File: src/cmtw_pkg.sv
// Shared types and constants for the color markup text writer.
`default_nettype none

package cmtw_pkg;

    // Parameter defaults
    localparam int DEF_MAX_COLS = 256;
    localparam int DEF_MAX_ROWS = 256;

    // Field widths
    localparam int CHAR_W   = 21;
    localparam int POS_W    = 16;
    localparam int DIM_W    = 9;
    localparam int COLOR_W  = 32;
    localparam int COUNT_W  = 16;
    localparam int REG_IDX_W = 2;

    // Colors and character codes
    localparam logic [COLOR_W-1:0] COLOR_WHITE        = 32'hFFFF_FFFF;
    localparam logic [COLOR_W-1:0] COLOR_OPAQUE_BLACK = 32'h0000_00FF;
    localparam logic [7:0]         ALPHA_OPAQUE       = 8'hFF;

    localparam logic [CHAR_W-1:0] CH_LBRACK = 21'h5B;
    localparam logic [CHAR_W-1:0] CH_RBRACK = 21'h5D;
    localparam logic [CHAR_W-1:0] CH_FG     = 21'h66;
    localparam logic [CHAR_W-1:0] CH_BG     = 21'h62;
    localparam logic [CHAR_W-1:0] CH_DEF    = 21'h64;
    localparam logic [CHAR_W-1:0] CH_COMMA  = 21'h2C;
    localparam logic [CHAR_W-1:0] CH_ZERO   = 21'h30;
    localparam logic [CHAR_W-1:0] CH_NINE   = 21'h39;

    // Configuration reset values
    localparam logic [DIM_W-1:0]   RST_SCREEN_WIDTH  = 9'd80;
    localparam logic [DIM_W-1:0]   RST_SCREEN_HEIGHT = 9'd25;
    localparam logic [COLOR_W-1:0] RST_DEFAULT_FG    = 32'hFFFF_FFFF;
    localparam logic [COLOR_W-1:0] RST_DEFAULT_BG    = 32'h0000_00FF;

    // Result kinds
    localparam logic KIND_GLYPH   = 1'b0;
    localparam logic KIND_SUMMARY = 1'b1;

    typedef enum logic [REG_IDX_W-1:0] {
        REG_SCREEN_WIDTH  = 2'd0,
        REG_SCREEN_HEIGHT = 2'd1,
        REG_DEFAULT_FG    = 2'd2,
        REG_DEFAULT_BG    = 2'd3
    } reg_idx_t;

    typedef enum logic [5:0] {
        MODE_TEXT   = 6'b000001,
        MODE_OPEN   = 6'b000010,
        MODE_SCAN   = 6'b000100,
        MODE_SEL    = 6'b001000,
        MODE_DAFTER = 6'b010000,
        MODE_FIELDS = 6'b100000
    } mode_t;

    typedef struct packed {
        logic [CHAR_W-1:0]       char_code;
        logic signed [POS_W-1:0] start_col;
        logic signed [POS_W-1:0] start_row;
        logic                    first_of_string;
        logic                    last_of_string;
    } item_t;

    typedef struct packed {
        logic [DIM_W-1:0]   screen_width;
        logic [DIM_W-1:0]   screen_height;
        logic [COLOR_W-1:0] default_fg;
        logic [COLOR_W-1:0] default_bg;
    } cfg_t;

    typedef struct packed {
        logic               kind;
        logic [7:0]         col;
        logic [7:0]         row;
        logic [CHAR_W-1:0]  glyph_code;
        logic [COLOR_W-1:0] fg_color;
        logic [COLOR_W-1:0] bg_color;
        logic [COUNT_W-1:0] glyph_count;
        logic               last_of_run;
    } res_t;

endpackage

`default_nettype wire

File: src/cmtw_in_if.sv
// Character input channel: valid/ready with the character payload.
`default_nettype none

interface cmtw_in_if;
    logic               valid;
    logic               ready;
    logic [20:0]        char_code;
    logic signed [15:0] start_col;
    logic signed [15:0] start_row;
    logic               first_of_string;
    logic               last_of_string;

    modport source (
        output valid, char_code, start_col, start_row, first_of_string, last_of_string,
        input  ready
    );
    modport sink (
        input  valid, char_code, start_col, start_row, first_of_string, last_of_string,
        output ready
    );
endinterface

`default_nettype wire

File: src/cmtw_out_if.sv
// Result output channel: valid/ready with glyph write or summary payload.
`default_nettype none

interface cmtw_out_if;
    logic        valid;
    logic        ready;
    logic        kind;
    logic [7:0]  col;
    logic [7:0]  row;
    logic [20:0] glyph_code;
    logic [31:0] fg_color;
    logic [31:0] bg_color;
    logic [15:0] glyph_count;
    logic        last_of_run;

    modport source (
        output valid, kind, col, row, glyph_code, fg_color, bg_color, glyph_count,
               last_of_run,
        input  ready
    );
    modport sink (
        input  valid, kind, col, row, glyph_code, fg_color, bg_color, glyph_count,
               last_of_run,
        output ready
    );
endinterface

`default_nettype wire

File: src/cmtw_parse.sv
// Markup parser and string state: one character per fire, up to two results.
`default_nettype none

module cmtw_parse
    import cmtw_pkg::*;
#(
    parameter int MAX_COLS = DEF_MAX_COLS,
    parameter int MAX_ROWS = DEF_MAX_ROWS
)
(
    input  logic       clk,
    input  logic       rst_n,
    input  logic       fire,
    input  item_t      item,
    input  cfg_t       cfg,
    output logic [1:0] res_n,
    output res_t       res0,
    output res_t       res1
);

    localparam int CMP_W = 17;
    localparam logic [CMP_W-1:0] MAX_COLS_V = CMP_W'(MAX_COLS);
    localparam logic [CMP_W-1:0] MAX_ROWS_V = CMP_W'(MAX_ROWS);
    localparam logic [COUNT_W-1:0] COUNT_SAT = '1;
    localparam logic signed [CMP_W-1:0] COL_SAT = 17'sd65535;

    // State registers
    mode_t                      mode_reg, mode_next;
    logic [COLOR_W-1:0]         fg_reg, fg_next;
    logic [COLOR_W-1:0]         bg_reg, bg_next;
    logic [23:0]                prgb_reg, prgb_next;
    logic [7:0]                 fval_reg, fval_next;
    logic                       fempty_reg, fempty_next;
    logic [1:0]                 fidx_reg, fidx_next;
    logic                       tbg_reg, tbg_next;
    logic signed [CMP_W-1:0]    ncol_reg, ncol_next;
    logic signed [POS_W-1:0]    row_reg, row_next;
    logic signed [POS_W-1:0]    sx_reg, sx_next;
    logic                       rej_reg, rej_next;
    logic [COUNT_W-1:0]         count_reg, count_next;
    logic [COUNT_W-1:0]         slen_reg, slen_next;

    logic [CMP_W-1:0]   eff_w, eff_h;
    logic               glyph_en, glyph_vis, do_field;
    logic [CHAR_W-1:0]  glyph_c;
    logic [7:0]         fval_use;
    logic [CMP_W:0]     end_col;
    logic               zero_count;
    res_t               glyph_res, sum_res;

    // Clip the configured screen to the supported size
    assign eff_w = (CMP_W'(cfg.screen_width) < MAX_COLS_V) ? CMP_W'(cfg.screen_width)
                                                           : MAX_COLS_V;
    assign eff_h = (CMP_W'(cfg.screen_height) < MAX_ROWS_V) ? CMP_W'(cfg.screen_height)
                                                            : MAX_ROWS_V;

    // Next state and results for one character
    always_comb
    begin
        mode_next   = mode_reg;
        fg_next     = fg_reg;
        bg_next     = bg_reg;
        prgb_next   = prgb_reg;
        fval_next   = fval_reg;
        fempty_next = fempty_reg;
        fidx_next   = fidx_reg;
        tbg_next    = tbg_reg;
        ncol_next   = ncol_reg;
        row_next    = row_reg;
        sx_next     = sx_reg;
        rej_next    = rej_reg;
        count_next  = count_reg;
        slen_next   = slen_reg;
        glyph_en    = 1'b0;
        glyph_vis   = 1'b0;
        glyph_c     = item.char_code;
        do_field    = 1'b0;
        fval_use    = 8'd0;
        glyph_res   = '0;
        sum_res     = '0;
        end_col     = '0;
        zero_count  = 1'b0;

        // New string: fresh colors and parser, sample position
        if (item.first_of_string)
        begin
            mode_next   = MODE_TEXT;
            fg_next     = COLOR_WHITE;
            bg_next     = COLOR_OPAQUE_BLACK;
            prgb_next   = '0;
            fval_next   = '0;
            fempty_next = 1'b1;
            fidx_next   = '0;
            tbg_next    = 1'b0;
            count_next  = '0;
            slen_next   = '0;
            sx_next     = item.start_col;
            row_next    = item.start_row;
            ncol_next   = CMP_W'(item.start_col);
            rej_next    = item.start_row[POS_W-1] ||
                          ({1'b0, item.start_row} >= eff_h) ||
                          (!item.start_col[POS_W-1] && ({1'b0, item.start_col} >= eff_w));
        end

        if (slen_next != COUNT_SAT)
        begin
            slen_next = slen_next + 1'b1;
        end

        // Parser step
        case (mode_next)
            MODE_TEXT:
            begin
                if (item.char_code == CH_LBRACK)
                begin
                    mode_next = MODE_OPEN;
                end
                else
                begin
                    glyph_en = 1'b1;
                end
            end
            MODE_OPEN, MODE_SCAN:
            begin
                if (mode_next == MODE_OPEN && item.char_code == CH_LBRACK)
                begin
                    glyph_en  = 1'b1;
                    glyph_c   = CH_LBRACK;
                    mode_next = MODE_TEXT;
                end
                else if (item.char_code == CH_FG || item.char_code == CH_BG)
                begin
                    tbg_next  = (item.char_code == CH_BG);
                    mode_next = MODE_SEL;
                end
                else
                begin
                    mode_next = MODE_SCAN;
                end
            end
            MODE_SEL:
            begin
                if (item.char_code == CH_DEF)
                begin
                    if (tbg_next)
                    begin
                        bg_next = cfg.default_bg;
                    end
                    else
                    begin
                        fg_next = cfg.default_fg;
                    end
                    mode_next = MODE_DAFTER;
                end
                else
                begin
                    do_field = 1'b1;
                end
            end
            MODE_DAFTER:
            begin
                if (item.char_code == CH_RBRACK)
                begin
                    mode_next = MODE_TEXT;
                end
                else
                begin
                    do_field = 1'b1;
                end
            end
            MODE_FIELDS:
            begin
                do_field = 1'b1;
            end
            default:
            begin
                mode_next = MODE_TEXT;
            end
        endcase

        // Open the field list when entering it from a selector
        if (do_field && mode_next != MODE_FIELDS)
        begin
            prgb_next   = '0;
            fval_next   = '0;
            fempty_next = 1'b1;
            fidx_next   = '0;
            mode_next   = MODE_FIELDS;
        end

        // Decimal color fields
        if (do_field)
        begin
            if (item.char_code inside {[CH_ZERO:CH_NINE]})
            begin
                fval_next   = (fval_next << 3) + (fval_next << 1) +
                              8'(item.char_code - CH_ZERO);
                fempty_next = 1'b0;
            end
            else if (item.char_code == CH_COMMA && fidx_next != 2'd3)
            begin
                fval_use = fempty_next ? 8'd0 : fval_next;
                case (fidx_next)
                    2'd0:    prgb_next[23:16] = prgb_next[23:16] | fval_use;
                    2'd1:    prgb_next[15:8]  = prgb_next[15:8]  | fval_use;
                    default: prgb_next[7:0]   = prgb_next[7:0]   | fval_use;
                endcase
                fidx_next   = fidx_next + 1'b1;
                fval_next   = '0;
                fempty_next = 1'b1;
            end
            else if (item.char_code == CH_RBRACK && fidx_next == 2'd3)
            begin
                fval_use = fempty_next ? ALPHA_OPAQUE : fval_next;
                if (tbg_next)
                begin
                    bg_next = {prgb_next, fval_use};
                end
                else
                begin
                    fg_next = {prgb_next, fval_use};
                end
                mode_next = MODE_TEXT;
            end
        end

        // Glyph write, clipped to the screen
        if (glyph_en)
        begin
            if (count_next != COUNT_SAT)
            begin
                count_next = count_next + 1'b1;
            end
            glyph_vis = !rej_next && !ncol_next[CMP_W-1] && (ncol_next < $signed(eff_w)) &&
                        !row_next[POS_W-1] && ({1'b0, row_next} < eff_h);
            glyph_res.kind        = KIND_GLYPH;
            glyph_res.col         = ncol_next[7:0];
            glyph_res.row         = row_next[7:0];
            glyph_res.glyph_code  = glyph_c;
            glyph_res.fg_color    = fg_next;
            glyph_res.bg_color    = bg_next;
            glyph_res.last_of_run = !item.last_of_string;
            if (ncol_next < COL_SAT)
            begin
                ncol_next = ncol_next + 17'sd1;
            end
        end

        // End-of-string summary, then reset the per-string state
        if (item.last_of_string)
        begin
            end_col    = {{2{sx_next[POS_W-1]}}, sx_next} + {2'b00, slen_next};
            zero_count = rej_next || end_col[CMP_W];
            sum_res.kind        = KIND_SUMMARY;
            sum_res.glyph_count = zero_count ? '0 : count_next;
            sum_res.last_of_run = 1'b1;
            mode_next   = MODE_TEXT;
            fg_next     = COLOR_WHITE;
            bg_next     = COLOR_OPAQUE_BLACK;
            prgb_next   = '0;
            fval_next   = '0;
            fempty_next = 1'b1;
            fidx_next   = '0;
            tbg_next    = 1'b0;
            count_next  = '0;
            slen_next   = '0;
        end
    end

    // Order results: glyph first, summary after it
    assign res_n = {1'b0, glyph_vis} + {1'b0, item.last_of_string};
    assign res0  = glyph_vis ? glyph_res : sum_res;
    assign res1  = sum_res;

    // Advance state on each processed character
    always_ff @(posedge clk or negedge rst_n)
    begin
        if (!rst_n)
        begin
            mode_reg   <= MODE_TEXT;
            fg_reg     <= COLOR_WHITE;
            bg_reg     <= COLOR_OPAQUE_BLACK;
            prgb_reg   <= '0;
            fval_reg   <= '0;
            fempty_reg <= 1'b1;
            fidx_reg   <= '0;
            tbg_reg    <= 1'b0;
            ncol_reg   <= '0;
            row_reg    <= '0;
            sx_reg     <= '0;
            rej_reg    <= 1'b0;
            count_reg  <= '0;
            slen_reg   <= '0;
        end
        else if (fire)
        begin
            mode_reg   <= mode_next;
            fg_reg     <= fg_next;
            bg_reg     <= bg_next;
            prgb_reg   <= prgb_next;
            fval_reg   <= fval_next;
            fempty_reg <= fempty_next;
            fidx_reg   <= fidx_next;
            tbg_reg    <= tbg_next;
            ncol_reg   <= ncol_next;
            row_reg    <= row_next;
            sx_reg     <= sx_next;
            rej_reg    <= rej_next;
            count_reg  <= count_next;
            slen_reg   <= slen_next;
        end
    end

`ifndef SYNTH
    // A finished string leaves the parser in text mode with counters cleared
    a_end_clears: assert property (@(posedge clk) disable iff (!rst_n)
        fire && item.last_of_string |=>
            mode_reg == MODE_TEXT && count_reg == '0 && slen_reg == '0)
        else $error("string state not cleared after last character");

    // Hold all string state while no character is processed
    a_hold: assert property (@(posedge clk) disable iff (!rst_n)
        !fire |=> $stable(mode_reg) && $stable(count_reg) && $stable(ncol_reg))
        else $error("string state changed without a character");

    // A string on a negative row is always rejected
    a_neg_row: assert property (@(posedge clk) disable iff (!rst_n)
        fire && item.first_of_string && item.start_row[POS_W-1] |=> rej_reg)
        else $error("negative row not rejected");
`endif

endmodule

`default_nettype wire

File: src/color_markup_text_writer_core.sv
// Top level of the color markup text writer: ports, config, input and result buffers.
//
//  channel  | dir | handshake      | payload
//  ---------+-----+----------------+------------------------------------------------
//  text     | in  | valid/ready    | char_code, start_col, start_row, first/last
//  glyphs   | out | valid/ready    | kind, col, row, glyph_code, colors, count, last
//  wr_*     | in  | wr_en          | wr_index, wr_data (write only)
//
// A character is parsed from the input register once the result buffer has room; its
// results land in a two-entry result buffer, which drives the output.
// Sustained rate is one character per cycle while the output is ready; a character
// that yields both a glyph and a summary holds back the next character, since the
// output port drains one result per cycle. The input register holds one character
// while results wait; text.ready stays low until the parser advances. Reset clears
// the parser state and the buffers and restores the configuration defaults.
`default_nettype none

module color_markup_text_writer_core
    import cmtw_pkg::*;
#(
    parameter int MAX_COLS = DEF_MAX_COLS,
    parameter int MAX_ROWS = DEF_MAX_ROWS
)
(
    input  logic                 clk,
    input  logic                 rst_n,
    cmtw_in_if.sink              text,
    cmtw_out_if.source           glyphs,
    input  logic                 wr_en,
    input  logic [REG_IDX_W-1:0] wr_index,
    input  logic [COLOR_W-1:0]   wr_data
);

    cfg_t       cfg_reg;
    item_t      item_reg;
    logic       ivalid_reg;
    res_t       res0_reg, res1_reg;
    logic [1:0] cnt_reg;

    logic       pop, adv;
    logic [1:0] res_n;
    res_t       res0, res1;

    // Configuration writes
    always_ff @(posedge clk or negedge rst_n)
    begin
        if (!rst_n)
        begin
            cfg_reg.screen_width  <= RST_SCREEN_WIDTH;
            cfg_reg.screen_height <= RST_SCREEN_HEIGHT;
            cfg_reg.default_fg    <= RST_DEFAULT_FG;
            cfg_reg.default_bg    <= RST_DEFAULT_BG;
        end
        else if (wr_en)
        begin
            case (reg_idx_t'(wr_index))
                REG_SCREEN_WIDTH:  cfg_reg.screen_width  <= wr_data[DIM_W-1:0];
                REG_SCREEN_HEIGHT: cfg_reg.screen_height <= wr_data[DIM_W-1:0];
                REG_DEFAULT_FG:    cfg_reg.default_fg    <= wr_data;
                REG_DEFAULT_BG:    cfg_reg.default_bg    <= wr_data;
                default:           cfg_reg <= cfg_reg;
            endcase
        end
    end

    // Handshake: pop the head result, advance the input once the buffer frees up
    assign pop        = (cnt_reg != 2'd0) && glyphs.ready;
    assign adv        = ivalid_reg && ((cnt_reg == 2'd0) || (cnt_reg == 2'd1 && pop));
    assign text.ready = !ivalid_reg || adv;

    // Input register
    always_ff @(posedge clk or negedge rst_n)
    begin
        if (!rst_n)
        begin
            ivalid_reg <= 1'b0;
        end
        else if (text.ready)
        begin
            ivalid_reg <= text.valid;
        end
    end

    always_ff @(posedge clk)
    begin
        if (text.valid && text.ready)
        begin
            item_reg.char_code       <= text.char_code;
            item_reg.start_col       <= text.start_col;
            item_reg.start_row       <= text.start_row;
            item_reg.first_of_string <= text.first_of_string;
            item_reg.last_of_string  <= text.last_of_string;
        end
    end

    cmtw_parse #(
        .MAX_COLS (MAX_COLS),
        .MAX_ROWS (MAX_ROWS)
    ) u_parse (
        .clk   (clk),
        .rst_n (rst_n),
        .fire  (adv),
        .item  (item_reg),
        .cfg   (cfg_reg),
        .res_n (res_n),
        .res0  (res0),
        .res1  (res1)
    );

    // Result buffer occupancy
    always_ff @(posedge clk or negedge rst_n)
    begin
        if (!rst_n)
        begin
            cnt_reg <= 2'd0;
        end
        else if (adv)
        begin
            cnt_reg <= res_n;
        end
        else if (pop)
        begin
            cnt_reg <= cnt_reg - 2'd1;
        end
    end

    // Result buffer payload: load a new pair or shift the second up
    always_ff @(posedge clk)
    begin
        if (adv)
        begin
            res0_reg <= res0;
            res1_reg <= res1;
        end
        else if (pop)
        begin
            res0_reg <= res1_reg;
        end
    end

    // Drive the output channel from the head entry
    assign glyphs.valid       = (cnt_reg != 2'd0);
    assign glyphs.kind        = res0_reg.kind;
    assign glyphs.col         = res0_reg.col;
    assign glyphs.row         = res0_reg.row;
    assign glyphs.glyph_code  = res0_reg.glyph_code;
    assign glyphs.fg_color    = res0_reg.fg_color;
    assign glyphs.bg_color    = res0_reg.bg_color;
    assign glyphs.glyph_count = res0_reg.glyph_count;
    assign glyphs.last_of_run = res0_reg.last_of_run;

`ifndef SYNTH
    // The buffer never holds more than two results
    a_cnt_range: assert property (@(posedge clk) disable iff (!rst_n)
        cnt_reg != 2'd3)
        else $error("result buffer overflow");

    // A summary always closes the run of results for its character
    a_sum_last: assert property (@(posedge clk) disable iff (!rst_n)
        glyphs.valid && glyphs.kind == KIND_SUMMARY |-> glyphs.last_of_run)
        else $error("summary without last_of_run");

    // Two buffered results come from one character: a glyph ahead of its summary
    a_pair_order: assert property (@(posedge clk) disable iff (!rst_n)
        cnt_reg == 2'd2 |-> res0_reg.kind == KIND_GLYPH && !res0_reg.last_of_run &&
                            res1_reg.kind == KIND_SUMMARY)
        else $error("bad result pair in buffer");

    // A full input register with a full buffer takes no new character
    a_stall_in: assert property (@(posedge clk) disable iff (!rst_n)
        ivalid_reg && cnt_reg == 2'd2 |-> !text.ready)
        else $error("input accepted while parser blocked");
`endif

endmodule

`default_nettype wire
File: src/flat_wrapper.sv
// flat-port wrapper written by rule: the top's interface ports become plain ports
module color_markup_text_writer_core_flat import cmtw_pkg::*;
#(
    parameter int MAX_COLS = DEF_MAX_COLS,
    parameter int MAX_ROWS = DEF_MAX_ROWS
)
  (clk, rst_n, wr_en, wr_index, wr_data, text_valid, text_char_code, text_start_col, text_start_row, text_first_of_string, text_last_of_string, text_ready, glyphs_valid, glyphs_kind, glyphs_col, glyphs_row, glyphs_glyph_code, glyphs_fg_color, glyphs_bg_color, glyphs_glyph_count, glyphs_last_of_run, glyphs_ready);
  cmtw_in_if text_i ();
  cmtw_out_if glyphs_i ();
  input  logic clk;
  input  logic rst_n;
  input  logic wr_en;
  input  logic [REG_IDX_W-1:0] wr_index;
  input  logic [COLOR_W-1:0] wr_data;
  input wire logic [$bits(text_i.valid)-1:0] text_valid;
  input wire logic [$bits(text_i.char_code)-1:0] text_char_code;
  input wire logic [$bits(text_i.start_col)-1:0] text_start_col;
  input wire logic [$bits(text_i.start_row)-1:0] text_start_row;
  input wire logic [$bits(text_i.first_of_string)-1:0] text_first_of_string;
  input wire logic [$bits(text_i.last_of_string)-1:0] text_last_of_string;
  output wire logic [$bits(text_i.ready)-1:0] text_ready;
  output wire logic [$bits(glyphs_i.valid)-1:0] glyphs_valid;
  output wire logic [$bits(glyphs_i.kind)-1:0] glyphs_kind;
  output wire logic [$bits(glyphs_i.col)-1:0] glyphs_col;
  output wire logic [$bits(glyphs_i.row)-1:0] glyphs_row;
  output wire logic [$bits(glyphs_i.glyph_code)-1:0] glyphs_glyph_code;
  output wire logic [$bits(glyphs_i.fg_color)-1:0] glyphs_fg_color;
  output wire logic [$bits(glyphs_i.bg_color)-1:0] glyphs_bg_color;
  output wire logic [$bits(glyphs_i.glyph_count)-1:0] glyphs_glyph_count;
  output wire logic [$bits(glyphs_i.last_of_run)-1:0] glyphs_last_of_run;
  input wire logic [$bits(glyphs_i.ready)-1:0] glyphs_ready;
  assign text_i.valid = text_valid;
  assign text_i.char_code = text_char_code;
  assign text_i.start_col = text_start_col;
  assign text_i.start_row = text_start_row;
  assign text_i.first_of_string = text_first_of_string;
  assign text_i.last_of_string = text_last_of_string;
  assign text_ready = text_i.ready;
  assign glyphs_valid = glyphs_i.valid;
  assign glyphs_kind = glyphs_i.kind;
  assign glyphs_col = glyphs_i.col;
  assign glyphs_row = glyphs_i.row;
  assign glyphs_glyph_code = glyphs_i.glyph_code;
  assign glyphs_fg_color = glyphs_i.fg_color;
  assign glyphs_bg_color = glyphs_i.bg_color;
  assign glyphs_glyph_count = glyphs_i.glyph_count;
  assign glyphs_last_of_run = glyphs_i.last_of_run;
  assign glyphs_i.ready = glyphs_ready;
  color_markup_text_writer_core #(.MAX_COLS(MAX_COLS), .MAX_ROWS(MAX_ROWS)) u_core (.clk(clk), .rst_n(rst_n), .text(text_i), .glyphs(glyphs_i), .wr_en(wr_en), .wr_index(wr_index), .wr_data(wr_data));
endmodule
File: config.mk
export PLATFORM = sky130hd
export DESIGN_NAME = color_markup_text_writer_core_flat
export DESIGN_NICKNAME = d
export VERILOG_FILES = /design/src/cmtw_pkg.sv /design/src/cmtw_in_if.sv /design/src/cmtw_out_if.sv /design/src/cmtw_parse.sv /design/src/color_markup_text_writer_core.sv /design/src/flat_wrapper.sv
export SDC_FILE = /design/constraint.sdc
export NUM_CORES = 1
export LEC_CHECK = 0
export BUFFER_PORTS_ARGS = -buffer_cell sky130_fd_sc_hd__buf_4
export CORE_UTILIZATION = 30
export CTS_BUF_LIST = sky130_fd_sc_hd__clkbuf_8
export DETAILED_ROUTE_END_ITERATION = 6
export GPL_TIMING_DRIVEN = 0
export PLACE_DENSITY = 0.44
export SYNTH_ARGS = -nofsm -noshare
export SYNTH_HDL_FRONTEND = slang
export SYNTH_HIERARCHICAL = 1
export SYNTH_SLANG_ARGS = --single-unit
File: constraint.sdc
create_clock -name clk -period 5.6 [get_ports clk]
set_clock_uncertainty 0.05 [all_clocks]
set_input_delay 0.56 -clock clk [delete_from_list [all_inputs] [get_ports clk]]
set_output_delay 0.56 -clock clk [all_outputs]
set_load 0.005 [all_outputs]
==> results.cfg <==
[layout]
syn2layout_area_growth_pct = 24.6
drive_above_1_share = 0.308
final_common_cell = buf_4
fin_cells = 4338
final_nets = 3144
layout_common_cells = buf_4 (331), edfxtp_1 (293), nor2_1 (255)
largest_reg_flops = 119

[synthesis]
yosys.area.top_type = edfxtp_1
synth_ff_type = edfxtp_1
synth_top_area_frac = 0.303
synth_cell_types = 93
synthCells = 2450
synth_edf_count = 293
netlist_area_sq_um = 29100
synth_seq_cells = 566
ys_seq_area_frac = 0.542
yosys_warnings = 6
synthTopCellsByArea = edfxtp_1 (30%), dfrtp_1 (16%), dfstp_2 (7.9%), mux2_2 (6.1%), mux2_4 (5.3%)
async_flop_share = 0.482
postSynthAreaPerCell_sq_um = 11.9

[floorplanning]
rows = 113
die_width_um = 313
pin_count = 215
die_h_um = 313
initial_utilization = 0.304
die_area_sq_um = 98100
core-area_sq_um = 95400

[sta]
worst_slew_pin_slew_ns = 1.28
hold_viol = 0
max_slew_margin = 0.143
rsz0062_at_grt = false
finalSetupViolCount = 0
fin_crit_ns = 5.39
slew_violations = 0
fin_crit_sh = 0.962
fmax_mhz = 186

[drt]
vias = 21000
finalWirelength_um = 93200
drt_iter0_markers = 1477
vias_per_cell = 4.85
detail-route-antenna-nets = 0
first_pass_iters = 5
drc = 0
wl_per_cell_um = 21.5

[worst_setup_path]
startpoint_type = register
path_common_cell = buf_6
cpMaxStageDelayCell = mux2_2
crit_chain = buf_4, buf_4, buf_6, buf_6, buf_8, buf_6, buf_2, mux2_2, ha_1, a211oi_1, o2111ai_1, nor4_2, nand3b_1, or3_1, buf_2, buf_6, buf_4, ha_1, mux2_2
crit_type = register to register
worst_setup_path_end_kind = register
worst-r2r-cell-count = 19
worstPathMaxFanout = 10
worstPathArrival_ns = 5.86
cp.required_ns = 6.07
critical_path_depth = 19
crit_family = buffers and inverters
slowest_delay_ns = 0.41
cp.buffers_inverters = 10

[global_route]
top_usage_layer = met2
grt_use_met3 = 0.0317
track_usage = 0.188
grt_pass1_wl_um = 138000
grt.overflow.total = 0
globalRouteMet1Util = 0.242
grt_util_met2 = 0.321
grt_antenna_before_repair = 2
grt_max_degree = 107
first_global_vias = 21800

[clocking]
cts_root_buf = clkbuf_8
clock_latency_ns = 0.77
htreeDepth = 3
clock-sinks = 566
numCtsBuffers = 108
cts.path.max_buffers = 3
clkTransAtPathRegs_ns = 0.06
cts_tree = done

[power_and_ir_drop]
powerDensity_nw_per_um2 = 447
peakVddDrop_uv = 200
p_leak_nw = 15.0
power.total_w = 0.0162

[run_status]
outcome = finished, final reports clean

[place]
io_buffers = 214
hpwl_um = 67400
place_inst = 4037
finalWeightedCongestion = 0.866

[min_path]
whs_path_depth = 4
hp-class = primary input to register

[job]
max-cap-violations = 0
-- cell usage after synthesis (all sizes together) (26+ instances only) --
| master | count |
|---|---|
| o21ai | 83 |
| mux2i | 57 |
| nor2 | 258 |
| buf | 177 |
| o2bb2ai | 35 |
| nand4 | 26 |
| xnor2 | 32 |
| mux2 | 260 |
| a31oi | 38 |
| dfrtp | 186 |
| nand3 | 34 |
| inv | 72 |
| edfxtp | 293 |
| dfstp | 87 |
| clkbuf | 61 |
| a22o | 26 |
| a21oi | 92 |
| ha | 69 |
| nor3 | 106 |
| nor2b | 41 |
| nand2 | 148 |
| and2 | 28 |
-- layout make-up --
cell class                      instances  area (sq um)
Inverter                               76           289
Fill cell                            9404         59200
Timing Repair Buffer                  316          2730
Tap cell                             1265          1580
Multi-Input combinational cell       1670         12000
Buffer                                238          1590
Antenna cell                            2          5.00
Clock buffer                          125          1720
Sequential cell                       566         15700
Clock inverter                         80           543
-- power by group --
group          internal [W]  switching (W)
sequential          0.00601       0.000546
combinational       0.00236        0.00299
clock               0.00237        0.00190
-- worst paths after layout --
kind	startpoint	end	slack (ns)
hold / removal	glyphs_ready	u_core/ivalid_reg	0.14
min in group asynchronous	rst_n	u_core/cfg_reg[30]	0.36
hold reg to reg	u_core/u_parse/sx_reg[0]	u_core/u_parse/sx_reg[0]	0.43
setup / recovery	u_core/item_reg[1]	u_core/glyphs.kind	0.21
max in group asynchronous	rst_n	u_core/u_parse/row_reg[2]	4.12
setup reg to reg	u_core/item_reg[1]	u_core/glyphs.kind	0.21
-- stage by stage --
stage | hold WS [ns] | TNS (ns) | instance area (sq um) | setup slack (ns) | util
floorplan | 0.214 | 0 | 29400 | 0.766 | -
global placement | 0.412 | -423.28 | 32600 | -2.03 | 0.342
detailed placement | 0.416 | -230.03 | 32800 | -2.00 | 0.344
CTS | 0.0710 | 0 | 36100 | 0.0202 | 0.379
global route | 0.112 | 0 | 36200 | 0.00187 | 0.379
finish | 0.141 | 0 | 36200 | 0.210 | 0.379
-- layer usage --
| layer | vias to the layer above | wire [um] |
|---|---|---|
| met2 | 621 | 45600 |
| met1 | 10500 | 40500 |
| li1 | 9787 | - |
| met4 | 0 | 2760 |
| met3 | 168 | 4330 |
| met5 | - | 0 |
-- worst register-to-register path: cells and delay by family (launching register included) --
family,cells,cell delay [ns]
AND/OR/NAND/NOR,3,0.84
AO/OA/AOI/OAI,2,0.52
flip-flops,1,0.32
multiplexers,2,0.69
buffers and inverters,10,2.32
adder cells (fa/ha/maj),2,0.44
-- logic make-up after synthesis --
kind of cell    Yosys count  synth area share
simple gates            770             0.134
buf+inv                 314            0.0622
mux                     317             0.134
compound gates          359            0.0809
xor+xnor                 49            0.0148
fa+ha+maj                74            0.0332
other cells               1          0.000129
flops                   566             0.542
-- what timing repair did --
action,CTS,global route
endpoints found under the setup margin,142,64
endpoints found under the hold margin,176,0
cloned,0,0
hold buffers,89,0
buffers inserted,4,1
pin swaps,2,3
gates resized for setup,46,12
(Power assumes the default switching activity.)
